File: config.mk
export PLATFORM = sky130hd
export DESIGN_NAME = interrupt_controller_with_handler_table_flat
export DESIGN_NICKNAME = d
export VERILOG_FILES = /design/src/rtl/ict_pkg.sv /design/src/rtl/ict_if.sv /design/src/rtl/ict_ram.sv /design/src/rtl/ict_ctrl.sv /design/src/rtl/ict_dpath.sv /design/src/rtl/interrupt_controller_with_handler_table.sv /design/src/flat_wrapper.sv
export SDC_FILE = /design/constraint.sdc
export NUM_CORES = 1
export LEC_CHECK = 0
export ABC_AREA = 1
export BUFFER_PORTS_ARGS = -buffer_cell sky130_fd_sc_hd__buf_2
export CORE_MARGIN = 2
export CORE_UTILIZATION = 47
export CTS_CLUSTER_DIAMETER = 30
export CTS_CLUSTER_SIZE = 30
export DETAILED_ROUTE_END_ITERATION = 12
export SLEW_MARGIN = 5
export SYNTH_ARGS = -nofsm -noshare
export SYNTH_HDL_FRONTEND = slang
export SYNTH_SLANG_ARGS = --single-unit
File: constraint.sdc
create_clock -name clk -period 4.9 [get_ports clk]
set_clock_uncertainty 0.05 [all_clocks]
set_input_delay 0.98 -clock clk [delete_from_list [all_inputs] [get_ports clk]]
set_output_delay 0.98 -clock clk [all_outputs]
set_load 0.1 [all_outputs]
File: src/rtl/ict_pkg.sv
// shared constants, operation and status codes, and control structs
// for the interrupt controller; no dependencies
package ict_pkg;

    localparam int LINE_COUNT = 32;
    localparam int LINE_W     = $clog2(LINE_COUNT);

    localparam logic [31:0] SERVICE_FLOOR_MASK = 32'hfffffffc;
    localparam logic [31:0] ALL_LINES_MASK     = 32'hffffffff >> (32 - LINE_COUNT);
    localparam logic [31:0] MASK_ALL_ON        = 32'hffffffff;
    localparam logic [31:0] MASK_ALL_OFF       = 32'h0;

    localparam logic [3:0] OP_REGISTER    = 4'd0;
    localparam logic [3:0] OP_FREE        = 4'd1;
    localparam logic [3:0] OP_ENABLE      = 4'd2;
    localparam logic [3:0] OP_DISABLE     = 4'd3;
    localparam logic [3:0] OP_ENABLE_ALL  = 4'd4;
    localparam logic [3:0] OP_DISABLE_ALL = 4'd5;
    localparam logic [3:0] OP_RAISE       = 4'd6;
    localparam logic [3:0] OP_SERVICE     = 4'd7;
    localparam logic [3:0] OP_QUERY       = 4'd8;

    localparam logic [2:0] ST_OK              = 3'd0;
    localparam logic [2:0] ST_NO_SUCH_LINE    = 3'd1;
    localparam logic [2:0] ST_NOT_REGISTERED  = 3'd2;
    localparam logic [2:0] ST_INVALID_HANDLER = 3'd3;
    localparam logic [2:0] ST_ALREADY_REG     = 3'd4;
    localparam logic [2:0] ST_BUSY            = 3'd5;
    localparam logic [2:0] ST_NOTHING_PENDING = 3'd6;

    typedef struct packed {
        logic capture;
        logic execute;
    } ctrl_cmd_t;

    typedef struct packed {
        logic slot_free;
    } dpath_stat_t;

endpackage

File: src/rtl/ict_if.sv
// request and result channel interfaces for the interrupt controller
// no dependencies
interface ict_req_if;
    logic        valid;
    logic        ready;
    logic [3:0]  operation;
    logic [5:0]  line;
    logic [15:0] handler_id;

    modport source (output valid, operation, line, handler_id, input ready);
    modport sink (input valid, operation, line, handler_id, output ready);
endinterface

interface ict_rsp_if;
    logic        valid;
    logic        ready;
    logic [2:0]  status;
    logic [4:0]  serviced_line;
    logic [15:0] serviced_handler;
    logic        handler_present;
    logic        line_enabled;
    logic        global_on;

    modport source (output valid, status, serviced_line, serviced_handler,
                    handler_present, line_enabled, global_on, input ready);
    modport sink (input valid, status, serviced_line, serviced_handler,
                  handler_present, line_enabled, global_on, output ready);
endinterface

File: src/rtl/ict_ram.sv
// generic single write port ram with registered read
// no dependencies
module ict_ram #(
    parameter int WIDTH = 16,
    parameter int DEPTH = 32
) (
    input  logic                     clk,
    input  logic                     we,
    input  logic [$clog2(DEPTH)-1:0] waddr,
    input  logic [WIDTH-1:0]         wdata,
    input  logic [$clog2(DEPTH)-1:0] raddr,
    output logic [WIDTH-1:0]         rdata
);

    logic [WIDTH-1:0] mem [DEPTH];

    always_ff @(posedge clk)
    begin
        if (we)
        begin
            mem[waddr] <= wdata;
        end
        rdata <= mem[raddr];
    end

endmodule

File: src/rtl/ict_ctrl.sv
// controller state machine: accepts one request, then executes it
// depends on ict_pkg
module ict_ctrl (
    input  logic                 clk,
    input  logic                 rst_n,
    input  logic                 in_valid,
    output logic                 in_ready,
    input  ict_pkg::dpath_stat_t stat,
    output ict_pkg::ctrl_cmd_t   cmd
);

    localparam logic S_IDLE = 1'b0;
    localparam logic S_EXEC = 1'b1;

    logic state_reg;
    logic state_next;

    assign in_ready    = (state_reg == S_IDLE);
    assign cmd.capture = in_valid && in_ready;
    assign cmd.execute = (state_reg == S_EXEC) && stat.slot_free;

    always_comb
    begin
        state_next = state_reg;
        unique case (state_reg)
            S_IDLE:
            begin
                if (cmd.capture)
                begin
                    state_next = S_EXEC;
                end
            end
            S_EXEC:
            begin
                if (cmd.execute)
                begin
                    state_next = S_IDLE;
                end
            end
            default:
            begin
                state_next = S_IDLE;
            end
        endcase
    end

    always_ff @(posedge clk or negedge rst_n)
    begin
        if (!rst_n)
        begin
            state_reg <= S_IDLE;
        end
        else
        begin
            state_reg <= state_next;
        end
    end

endmodule

File: src/rtl/ict_dpath.sv
// datapath: handler table ram, mask, pending and enable registers,
// priority encoder and result register; depends on ict_pkg and ict_ram
module ict_dpath (
    input  logic                 clk,
    input  logic                 rst_n,
    input  ict_pkg::ctrl_cmd_t   cmd,
    output ict_pkg::dpath_stat_t stat,
    input  logic [3:0]           operation,
    input  logic [5:0]           line,
    input  logic [15:0]          handler_id,
    output logic                 rsp_valid,
    input  logic                 rsp_ready,
    output logic [2:0]           status,
    output logic [4:0]           serviced_line,
    output logic [15:0]          serviced_handler,
    output logic                 handler_present,
    output logic                 line_enabled,
    output logic                 global_on
);

    localparam int LW = ict_pkg::LINE_W;
    localparam int LC = ict_pkg::LINE_COUNT;

    logic [3:0]    op_reg;
    logic [5:0]    line_reg;
    logic [15:0]   hid_reg;
    logic [LW-1:0] addr_reg;
    logic          cand_any_reg;

    logic [LC-1:0] valid_reg;
    logic [LC-1:0] valid_next;
    logic [31:0]   mask_reg;
    logic [31:0]   mask_next;
    logic [31:0]   pend_reg;
    logic [31:0]   pend_next;
    logic          gen_reg;
    logic          gen_next;

    logic          out_valid_reg;
    logic [2:0]    status_reg;
    logic [2:0]    status_next;
    logic [4:0]    sline_reg;
    logic [4:0]    sline_next;
    logic [15:0]   shandler_reg;
    logic [15:0]   shandler_next;
    logic          present_reg;
    logic          present_next;
    logic          enabled_reg;
    logic          enabled_next;

    logic [31:0]   cand;
    logic [4:0]    low_k;
    logic [LW-1:0] in_addr;
    logic [LW-1:0] raddr;
    logic [15:0]   rdata;
    logic [15:0]   entry;
    logic          in_range;
    logic [31:0]   line_bit;
    logic [31:0]   svc_bit;
    logic          ram_we;

    // lowest pending line from 2 upward
    assign cand = pend_reg & ict_pkg::SERVICE_FLOOR_MASK & ict_pkg::ALL_LINES_MASK;

    always_comb
    begin
        low_k = '0;
        for (int i = 31; i >= 0; i--)
        begin
            if (cand[i])
            begin
                low_k = 5'(i);
            end
        end
    end

    assign in_addr = (operation == ict_pkg::OP_SERVICE) ? low_k[LW-1:0] : line[LW-1:0];
    assign raddr   = cmd.capture ? in_addr : addr_reg;

    always_ff @(posedge clk)
    begin
        if (cmd.capture)
        begin
            op_reg       <= operation;
            line_reg     <= line;
            hid_reg      <= handler_id;
            addr_reg     <= in_addr;
            cand_any_reg <= (cand != 32'h0);
        end
    end

    ict_ram #(
        .WIDTH (16),
        .DEPTH (LC)
    ) u_table (
        .clk   (clk),
        .we    (ram_we),
        .waddr (addr_reg),
        .wdata (hid_reg),
        .raddr (raddr),
        .rdata (rdata)
    );

    // unwritten entries read as no handler
    assign entry    = valid_reg[addr_reg] ? rdata : 16'h0;
    assign in_range = (line_reg < 6'(LC));
    assign line_bit = 32'd1 << line_reg[4:0];
    assign svc_bit  = 32'd1 << 5'(addr_reg);

    always_comb
    begin
        valid_next    = valid_reg;
        mask_next     = mask_reg;
        pend_next     = pend_reg;
        gen_next      = gen_reg;
        ram_we        = 1'b0;
        status_next   = ict_pkg::ST_OK;
        sline_next    = '0;
        shandler_next = '0;
        present_next  = 1'b0;
        enabled_next  = 1'b0;
        unique case (op_reg)
            ict_pkg::OP_REGISTER:
            begin
                if (!in_range)
                    status_next = ict_pkg::ST_NO_SUCH_LINE;
                else if (hid_reg == 16'h0)
                    status_next = ict_pkg::ST_INVALID_HANDLER;
                else if (entry != 16'h0)
                    status_next = ict_pkg::ST_ALREADY_REG;
                else
                begin
                    ram_we               = cmd.execute;
                    valid_next[addr_reg] = 1'b1;
                end
            end
            ict_pkg::OP_FREE:
            begin
                if (!in_range)
                    status_next = ict_pkg::ST_NO_SUCH_LINE;
                else if (line_reg > 6'd1 && (mask_reg & line_bit) != 32'h0)
                    status_next = ict_pkg::ST_BUSY;
                else
                    valid_next[addr_reg] = 1'b0;
            end
            ict_pkg::OP_ENABLE:
            begin
                if (!in_range)
                    status_next = ict_pkg::ST_NO_SUCH_LINE;
                else if (entry == 16'h0)
                    status_next = ict_pkg::ST_NOT_REGISTERED;
                else
                    mask_next = mask_reg | line_bit;
            end
            ict_pkg::OP_DISABLE:
            begin
                if (!in_range)
                    status_next = ict_pkg::ST_NO_SUCH_LINE;
                else
                    mask_next = mask_reg & ~line_bit;
            end
            ict_pkg::OP_ENABLE_ALL:
            begin
                gen_next  = 1'b1;
                mask_next = ict_pkg::MASK_ALL_ON;
            end
            ict_pkg::OP_DISABLE_ALL:
            begin
                gen_next  = 1'b0;
                mask_next = ict_pkg::MASK_ALL_OFF;
            end
            ict_pkg::OP_RAISE:
            begin
                if (!in_range)
                    status_next = ict_pkg::ST_NO_SUCH_LINE;
                else
                    pend_next = pend_reg | line_bit;
            end
            ict_pkg::OP_SERVICE:
            begin
                if (!cand_any_reg)
                    status_next = ict_pkg::ST_NOTHING_PENDING;
                else
                begin
                    pend_next     = pend_reg & ~svc_bit;
                    sline_next    = 5'(addr_reg);
                    shandler_next = entry;
                    present_next  = (entry != 16'h0);
                end
            end
            ict_pkg::OP_QUERY:
            begin
                if (!in_range)
                    status_next = ict_pkg::ST_NO_SUCH_LINE;
                else
                begin
                    present_next = (entry != 16'h0);
                    enabled_next = ((mask_reg & line_bit) != 32'h0);
                end
            end
            default:
            begin
                status_next = ict_pkg::ST_OK;
            end
        endcase
    end

    always_ff @(posedge clk or negedge rst_n)
    begin
        if (!rst_n)
        begin
            valid_reg <= '0;
            mask_reg  <= '0;
            pend_reg  <= '0;
            gen_reg   <= 1'b0;
        end
        else if (cmd.execute)
        begin
            valid_reg <= valid_next;
            mask_reg  <= mask_next;
            pend_reg  <= pend_next;
            gen_reg   <= gen_next;
        end
    end

    always_ff @(posedge clk or negedge rst_n)
    begin
        if (!rst_n)
        begin
            out_valid_reg <= 1'b0;
        end
        else if (cmd.execute)
        begin
            out_valid_reg <= 1'b1;
        end
        else if (rsp_ready)
        begin
            out_valid_reg <= 1'b0;
        end
    end

    always_ff @(posedge clk)
    begin
        if (cmd.execute)
        begin
            status_reg   <= status_next;
            sline_reg    <= sline_next;
            shandler_reg <= shandler_next;
            present_reg  <= present_next;
            enabled_reg  <= enabled_next;
        end
    end

    assign stat.slot_free = !out_valid_reg || rsp_ready;

    assign rsp_valid        = out_valid_reg;
    assign status           = status_reg;
    assign serviced_line    = sline_reg;
    assign serviced_handler = shandler_reg;
    assign handler_present  = present_reg;
    assign line_enabled     = enabled_reg;
    assign global_on        = gen_reg;

endmodule

File: src/rtl/interrupt_controller_with_handler_table.sv
// top level of the interrupt controller with handler table
// depends on ict_pkg, ict_if, ict_ctrl and ict_dpath
//
// Each request on req (register, free, enable, disable, enable all,
// disable all, raise, service, query) yields exactly one result on rsp.
// The transfer cycle of a request reads the handler table RAM (registered
// read) at the addressed line, or at the lowest pending line from 2
// upward for service; the operation then executes and loads the result
// register once the result slot is free, and req.ready returns high in
// the cycle after execution. The result register frees the request side
// from the result side, so execution stalls only while an earlier result
// is still waiting to be taken. The table needs no clearing pass:
// per-entry valid bits make it read as empty right after reset.
module interrupt_controller_with_handler_table (
    input  logic    clk,
    input  logic    rst_n,
    ict_req_if.sink req,
    ict_rsp_if.source rsp
);

    ict_pkg::ctrl_cmd_t   cmd;
    ict_pkg::dpath_stat_t stat;

    ict_ctrl u_ctrl (
        .clk      (clk),
        .rst_n    (rst_n),
        .in_valid (req.valid),
        .in_ready (req.ready),
        .stat     (stat),
        .cmd      (cmd)
    );

    ict_dpath u_dpath (
        .clk              (clk),
        .rst_n            (rst_n),
        .cmd              (cmd),
        .stat             (stat),
        .operation        (req.operation),
        .line             (req.line),
        .handler_id       (req.handler_id),
        .rsp_valid        (rsp.valid),
        .rsp_ready        (rsp.ready),
        .status           (rsp.status),
        .serviced_line    (rsp.serviced_line),
        .serviced_handler (rsp.serviced_handler),
        .handler_present  (rsp.handler_present),
        .line_enabled     (rsp.line_enabled),
        .global_on        (rsp.global_on)
    );

    a_one_at_a_time: assert property (@(posedge clk) disable iff (!rst_n)
        req.valid && req.ready |=> !req.ready)
        else $error("request taken while another is in flight");

    a_exec_not_idle: assert property (@(posedge clk) disable iff (!rst_n)
        cmd.execute |-> !req.ready && !cmd.capture)
        else $error("execute while controller idle");

    a_service_line: assert property (@(posedge clk) disable iff (!rst_n)
        rsp.valid && rsp.serviced_line != 5'd0 |->
            rsp.status == ict_pkg::ST_OK && rsp.serviced_line > 5'd1
            && !rsp.line_enabled)
        else $error("serviced line below floor or bad status");

    a_handler_present: assert property (@(posedge clk) disable iff (!rst_n)
        rsp.valid && rsp.serviced_handler != 16'h0 |-> rsp.handler_present)
        else $error("handler reported without present flag");

endmodule

File: src/flat_wrapper.sv
// flat-port wrapper written by rule: the top's interface ports become plain ports
module interrupt_controller_with_handler_table_flat 
  (clk, rst_n, req_valid, req_operation, req_line, req_handler_id, req_ready, rsp_valid, rsp_status, rsp_serviced_line, rsp_serviced_handler, rsp_handler_present, rsp_line_enabled, rsp_global_on, rsp_ready);
  ict_req_if req_i ();
  ict_rsp_if rsp_i ();
  input  logic clk;
  input  logic rst_n;
  input wire logic [$bits(req_i.valid)-1:0] req_valid;
  input wire logic [$bits(req_i.operation)-1:0] req_operation;
  input wire logic [$bits(req_i.line)-1:0] req_line;
  input wire logic [$bits(req_i.handler_id)-1:0] req_handler_id;
  output wire logic [$bits(req_i.ready)-1:0] req_ready;
  output wire logic [$bits(rsp_i.valid)-1:0] rsp_valid;
  output wire logic [$bits(rsp_i.status)-1:0] rsp_status;
  output wire logic [$bits(rsp_i.serviced_line)-1:0] rsp_serviced_line;
  output wire logic [$bits(rsp_i.serviced_handler)-1:0] rsp_serviced_handler;
  output wire logic [$bits(rsp_i.handler_present)-1:0] rsp_handler_present;
  output wire logic [$bits(rsp_i.line_enabled)-1:0] rsp_line_enabled;
  output wire logic [$bits(rsp_i.global_on)-1:0] rsp_global_on;
  input wire logic [$bits(rsp_i.ready)-1:0] rsp_ready;
  assign req_i.valid = req_valid;
  assign req_i.operation = req_operation;
  assign req_i.line = req_line;
  assign req_i.handler_id = req_handler_id;
  assign req_ready = req_i.ready;
  assign rsp_valid = rsp_i.valid;
  assign rsp_status = rsp_i.status;
  assign rsp_serviced_line = rsp_i.serviced_line;
  assign rsp_serviced_handler = rsp_i.serviced_handler;
  assign rsp_handler_present = rsp_i.handler_present;
  assign rsp_line_enabled = rsp_i.line_enabled;
  assign rsp_global_on = rsp_i.global_on;
  assign rsp_i.ready = rsp_ready;
  interrupt_controller_with_handler_table u_core (.clk(clk), .rst_n(rst_n), .req(req_i), .rsp(rsp_i));
endmodule
==> flow_summary.yaml, run 1 <==
status:
  outcome: "complete, no violations"
global_route:
  grt_max_degree: 130
  antenna_found_initial: 0
  grt_pass1_wl_mm: 135
  grt_usage: 0.265
  grt.overflow.total: 0
  grt_pass1_vias: 22250
timing:
  fin_ws_ps: 660
  setup_tns_ps: 0
  finalSetupViolations: 0
  tightest_slew_ps: 1150
  finalCritPeriodShare: 0.865
  finalHoldWorstSlack_ps: 348
  timing.final.hold_violations: 0
  final-max-slew-violation-count: 0
  relSlewSlack: 0.230
  clock.fmax_mhz: 236
  grt_setup_unrepaired: "no"
  period_minus_slack_ps: 4240
setup_path:
  path_class: "flip-flop to flip-flop"
  arrival_ps: 4770
  critPathMaxStageDelay_ps: 850
  critPathLaunchType: "flip-flop"
  crit_top_cell: "nand2_1"
  crit_required_ps: 5430
  end_kind: "flip-flop"
  cpMaxStageDelayCell: "buf_4"
  crit_fanout: 96
cts:
  post_cts_buffers: 0
  tritoncts: "built"
  htreeDepth: 4
  clk_path_buf_depth: 3
  clock-sinks: 683
  holdBufCountCts: 0
  cts-root-buf: "clkbuf_16"
  clk_latency_ps: 710
  clkTransAtPathRegs_ps: 50
  numCtsBuffers: 137
  cts_resized: 0
logic_synthesis:
  dominantRegCellSynth: "edfxtp_1"
  synth_top_area_share: 0.549
  syn-num-nets: 3119
  synthMostInstantiatedCell: "nand3_1"
  ys_types: 41
  ys_top_cells_by_area: "edfxtp_1 (55%), nand3_1 (9.4%), dfrtp_1 (7.9%)"
  yosysWarningCount: 0
  syn_inst: 3089
  netlist_top_cells_count: "nand3_1 (579), nand2_1 (568), edfxtp_1 (565), inv_1 (485), nor2_1 (186)"
  netlist_area_um2: 30900
  ys_seq_area_frac: 0.641
  syn_avg_cell_area_um2: 10.0
  synth_edf_count: 565
  yosysTopAreaCell: "edfxtp_1"
  synth-async-reset-ratio: 0.142
  synth-seq-cells: 683
placement:
  portBuffers: 58
  dp_slack_ps: 715
  placed_area_um2: 32300
  hpwlAfterDp_mm: 53.7
  gp_congestion: 0.949
pwr:
  clkPwrFrac: 0.495
  seqPwrFrac: 0.347
  combPwrFrac: 0.159
  ir_worst_vdd_uv: 397
  power.internal_mw: 14.2
  pwr_density_cell_nw_per_um2: 530
  netSwitchingPower_mw: 5.55
  swShare: 0.282
  p_leak_nw: 15.2
floorplan:
  rows: 94
  ioPinCount: 59
  die_y_um: 260
  start_util: 0.473
  chipWidth_um: 260
  core_um2: 65400
  die_area_um2: 67800
route:
  viasPerCell: 5.51
  ant_nets: 0
  via_count: 22991
  postRouteWirelength_mm: 89.1
  wl_per_cell_um: 21.4
  initialDrtViolationCount: 2200
  firstDrtPassIters: 6
  post-route-drc-count: 0
final_layout:
  largest_register_ffs: 512
  n_antenna_cell: 0
  final_util: 0.569
  layout-drive-gt1-share: 0.120
  syn2layout_area_growth_pct: 20.3
  fin_area_um2: 37200
  nets: 3227
job:
  maxCapViolations: 0
worst_hold_path:
  hold_class: "input pin to async pin"
## power by group through the flow
| stage | Clock [mW] | Sequential, mW | Combinational (mW) |
|---|---|---|---|
| floorplan | 0 | 7.09 | 1.84 |
| global placement | 0 | 6.91 | 3.08 |
| detailed placement | 0 | 6.92 | 3.10 |
| CTS | 9.84 | 6.82 | 3.13 |
| global route | 10.1 | 6.84 | 3.41 |
| finish | 9.74 | 6.83 | 3.13 |
## metrics by stage
stage,total power [mW],std cells
CTS,19.8,4173
detailed placement,10.0,3922
global placement,9.99,3922
finish,19.7,4173
global route,20.4,4173
floorplan,8.93,3089
## placed cells by master (no fill, tap or decap), types with 7 or more instances in the layout
cell type	instances
clkinvlp_4	11
edfxtp_1	565
inv_1	484
nand4_1	12
nand2_1	567
o21ai_0	88
buf_4	75
o21ai_1	30
bufinv_16	23
clkinv_2	12
buf_12	8
nor4_1	9
nand3b_1	161
dfxtp_1	21
buf_2	57
dfrtp_1	97
clkinv_4	7
a31oi_1	26
clkbuf_16	145
nor2_1	168
nor2_2	19
clkbuf_1	23
nand3_1	578
o31ai_1	10
clkinv_1	15
a21oi_1	20
clkbuf_8	8
## worst max-delay path: cells and delay by family (launching register included)
kind	cells	cell delay, ps
buffers and inverters	2	900
flip-flops	1	380
AND/OR/NAND/NOR	37	2720
## worst paths after layout
kind	slack, ps	to	depth (start not counted)	startpoint
min reg2reg	450	flip-flop	2	flip-flop
min in group clk	400	u_core.u_dpath.hid_reg[2]	1	req_handler_id[2]
max in group asynchronous	3480	u_core.u_dpath.mask_reg[21]	2	rst_n
min	350	u_core.u_dpath.mask_reg[2]	1	rst_n
max	660	u_core.u_dpath.u_table.rdata[5]	39	u_core.u_dpath.pend_reg[30]
max reg2reg	660	u_core.u_dpath.u_table.rdata[5]	39	u_core.u_dpath.pend_reg[30]
## cells by family (layout without fill, tap and decap cells)
logic type             after synthesis  count (layout)  synth area share
AOI/OAI and AO/OA                  213             213            0.0405
buffers and inverters              662             882            0.0862
DFF                                683             683             0.641
and+or+nand+nor                   1531            1531             0.232
## cell type report
class	count	area, µm²
multi-input combinational	1744	8550
clock inverter	75	1060
sequential	683	19800
timing repair buffer	140	1010
tap	864	1080
inverter	491	1850
fill	5665	28200
clock buffer	176	3820
## metal layers
metal,track usage,up-vias,share of wire
li1,-,10658,-
met1,0.356,11138,0.42
met2,0.424,991,0.48
met3,0.0487,204,0.070
met4,0.113,0,0.036
met5,0,-,0
Power figures use the tool's default switching activity.
==> run 2: changes to the inputs <==
- CORE_UTILIZATION: 47 -> 55
- PLACE_DENSITY: unset -> 0.71
==> run 2 against run 1 <==
Clock-buffer cell count is 25 lower. Non-clock buffer count fell by 8. Clock power down 7.5%. Sequential cell count did not move. Critical path depth decreased by 23. Register-to-register slack improved by 60 ps. Global-route usage increased by 3.7 points. Utilization up 9.2 points. Maximum frequency rose by 1.4%. Setup slack better by 60 ps. Power fell by 4.0%. Highest routed layer unchanged.
==> flow_summary.yaml, run 2 (synthesis results as in run 1) <==
status:
  outcome: "complete, no violations"
route:
  postRouteWirelength_mm: 86.1
  firstDrtPassIters: 7
  viasPerCell: 5.77
  post-route-drc-count: 0
  ant_nets: 0
  initialDrtViolationCount: 2637
  wl_per_cell_um: 21.3
  via_count: 23301
final_layout:
  nets: 3212
  final_common_cell: "nand3_1"
  syn2layout_area_growth_pct: 18.2
  ff_latch_area_um2: 19800
  layout-drive-gt1-share: 0.111
  final_cell_mix: "nand3_1 (579), nand2_1 (567), edfxtp_1 (565)"
  largest_register_ffs: 512
  n_antenna_cell: 0
  multi_input_area_um2: 8490
  fin_cells: 4038
  fillCellCount: 4234
placement:
  portBuffers: 58
  gp_congestion: 0.960
  post-place-cells: 3798
  hpwlAfterDp_mm: 49.7
setup_path:
  crit_fanout: 32
  end_kind: "flip-flop"
  ff2ff_path_depth: 16
  r2r_slack_ps: 720
  rr_startpoint: "u_core.u_dpath.addr_reg[0]"
  critPathLaunchType: "flip-flop"
  arrival_ps: 4540
  crit_required_ps: 5260
  path_class: "flip-flop to flip-flop"
  reg2reg_to: "u_core.u_dpath.u_table.mem[24][11]"
floorplan:
  ioPinCount: 59
  start_util: 0.559
  core_um2: 55300
  die_area_um2: 58100
  die_y_um: 241
  rows: 86
  chipWidth_um: 241
pwr:
  pwr_density_cell_nw_per_um2: 518
  combPwrFrac: 0.159
  power.internal_mw: 13.4
  seqPwrFrac: 0.365
  swShare: 0.292
  ir_worst_vdd_uv: 429
  p_leak_nw: 15.0
  netSwitchingPower_mw: 5.52
  clkPwrFrac: 0.476
timing:
  grt_setup_unrepaired: "no"
  finalCritPeriodShare: 0.853
  tightest_slew_ps: 1260
  relSlewSlack: 0.162
  period_minus_slack_ps: 4180
  finalSetupViolations: 0
  final-max-slew-violation-count: 0
  clock.fmax_mhz: 239
  setup_tns_ps: 0
  timing.final.hold_violations: 0
job:
  maxCapViolations: 0
cts:
  holdBufCountCts: 0
  tritoncts: "built"
  htreeDepth: 4
  clkTransAtPathRegs_ps: 50
  cts_resized: 0
  cts-root-buf: "clkbuf_16"
  numCtsBuffers: 130
  clk_latency_ps: 720
  clk_path_buf_depth: 3
  clock-sinks: 683
  post_cts_buffers: 0
global_route:
  antenna_found_initial: 1
  met3_usage: 0.0558
  grt_pass1_wl_mm: 131
  busiest_layer: "met2"
  grt_pass1_vias: 22698
  met1_usage: 0.408
  grt_use_met2: 0.475
  grt.overflow.total: 0
  grt_usage: 0.302
  grt_max_degree: 129
worst_hold_path:
  hold_class: "input pin to async pin"
-- run 2: cell types whose count changed in the layout (fill, tap and decap cells not counted), sizes merged --
cell    previous run  this run
buf              140       132
bufinv            23        19
clkinv            38        51
inv              494       499
clkbuf           176       151
-- run 2: routing by layer --
layer | share of wire | vias to the layer above
met4 | 0.040 | 0
met2 | 0.47 | 1327
met5 | 0 | -
met1 | 0.40 | 11128
li1 | - | 10633
met3 | 0.097 | 213
-- run 2: worst max path at each step --
stage / start / to / slack (ps)
after floorplan: rsp_ready / u_core.u_dpath.u_table.mem[6][0] / 1010
after global placement: req_operation[2] / u_core.u_dpath.u_table.rdata[9] / 850
after detailed placement: req_operation[2] / u_core.u_dpath.u_table.rdata[9] / 790
after CTS: u_core.u_dpath.addr_reg[0] / u_core.u_dpath.mask_reg[5] / 860
after global routing: u_core.u_dpath.addr_reg[0] / u_core.u_dpath.mask_reg[13] / 510
final: u_core.u_dpath.addr_reg[0] / u_core.u_dpath.u_table.mem[24][11] / 720
-- run 2: layout make-up --
cell class	count	share of cell area
Tap cell	748	0.0256
Inverter	491	0.0506
Multi-Input combinational cell	1744	0.232
Sequential cell	683	0.542
Clock buffer	151	0.0926
Timing Repair Buffer	132	0.0266
Clock inverter	89	0.0298
-- run 2: worst max-delay path, cell delays in order, from the launching register on --
cell and delay (ps):
dfxtp_1 660, inv_1 200, nor2_1 670, a22oi_1 170, a31o_2 260, o211ai_1 100, o31ai_2 110, inv_2 210
nand2_1 120, nand4_1 120, nor2_1 50, nand2_1 220, inv_2 100, nand3_1 80, buf_4 350, nor2_1 110
buf_4 260
-- run 2: per-stage QoR --
step | area, µm² | setup WS, ps | total power [mW] | utilization | hold WS [ps]
2_1_floorplan | 30900 | 1010 | 8.93 | - | 403
3_3_place_gp | 32100 | 850 | 9.87 | 0.580 | 426
3_5_place_dp | 32100 | 786 | 9.93 | 0.580 | 433
4_1_cts | 36500 | 856 | 19.0 | 0.661 | 337
5_1_grt | 36500 | 513 | 19.6 | 0.661 | 389
6_report | 36500 | 720 | 18.9 | 0.661 | 335
-- run 2: power groups by stage --
stage          Sequential, mW  Combinational (mW)  Clock (mW)
2_1_floorplan            7.09                1.84           0
3_3_place_gp             6.98                2.88           0
3_5_place_dp             6.99                2.94           0
4_1_cts                  6.90                2.97        9.09
5_1_grt                  6.92                3.28        9.36
6_report                 6.90                3.01        9.01
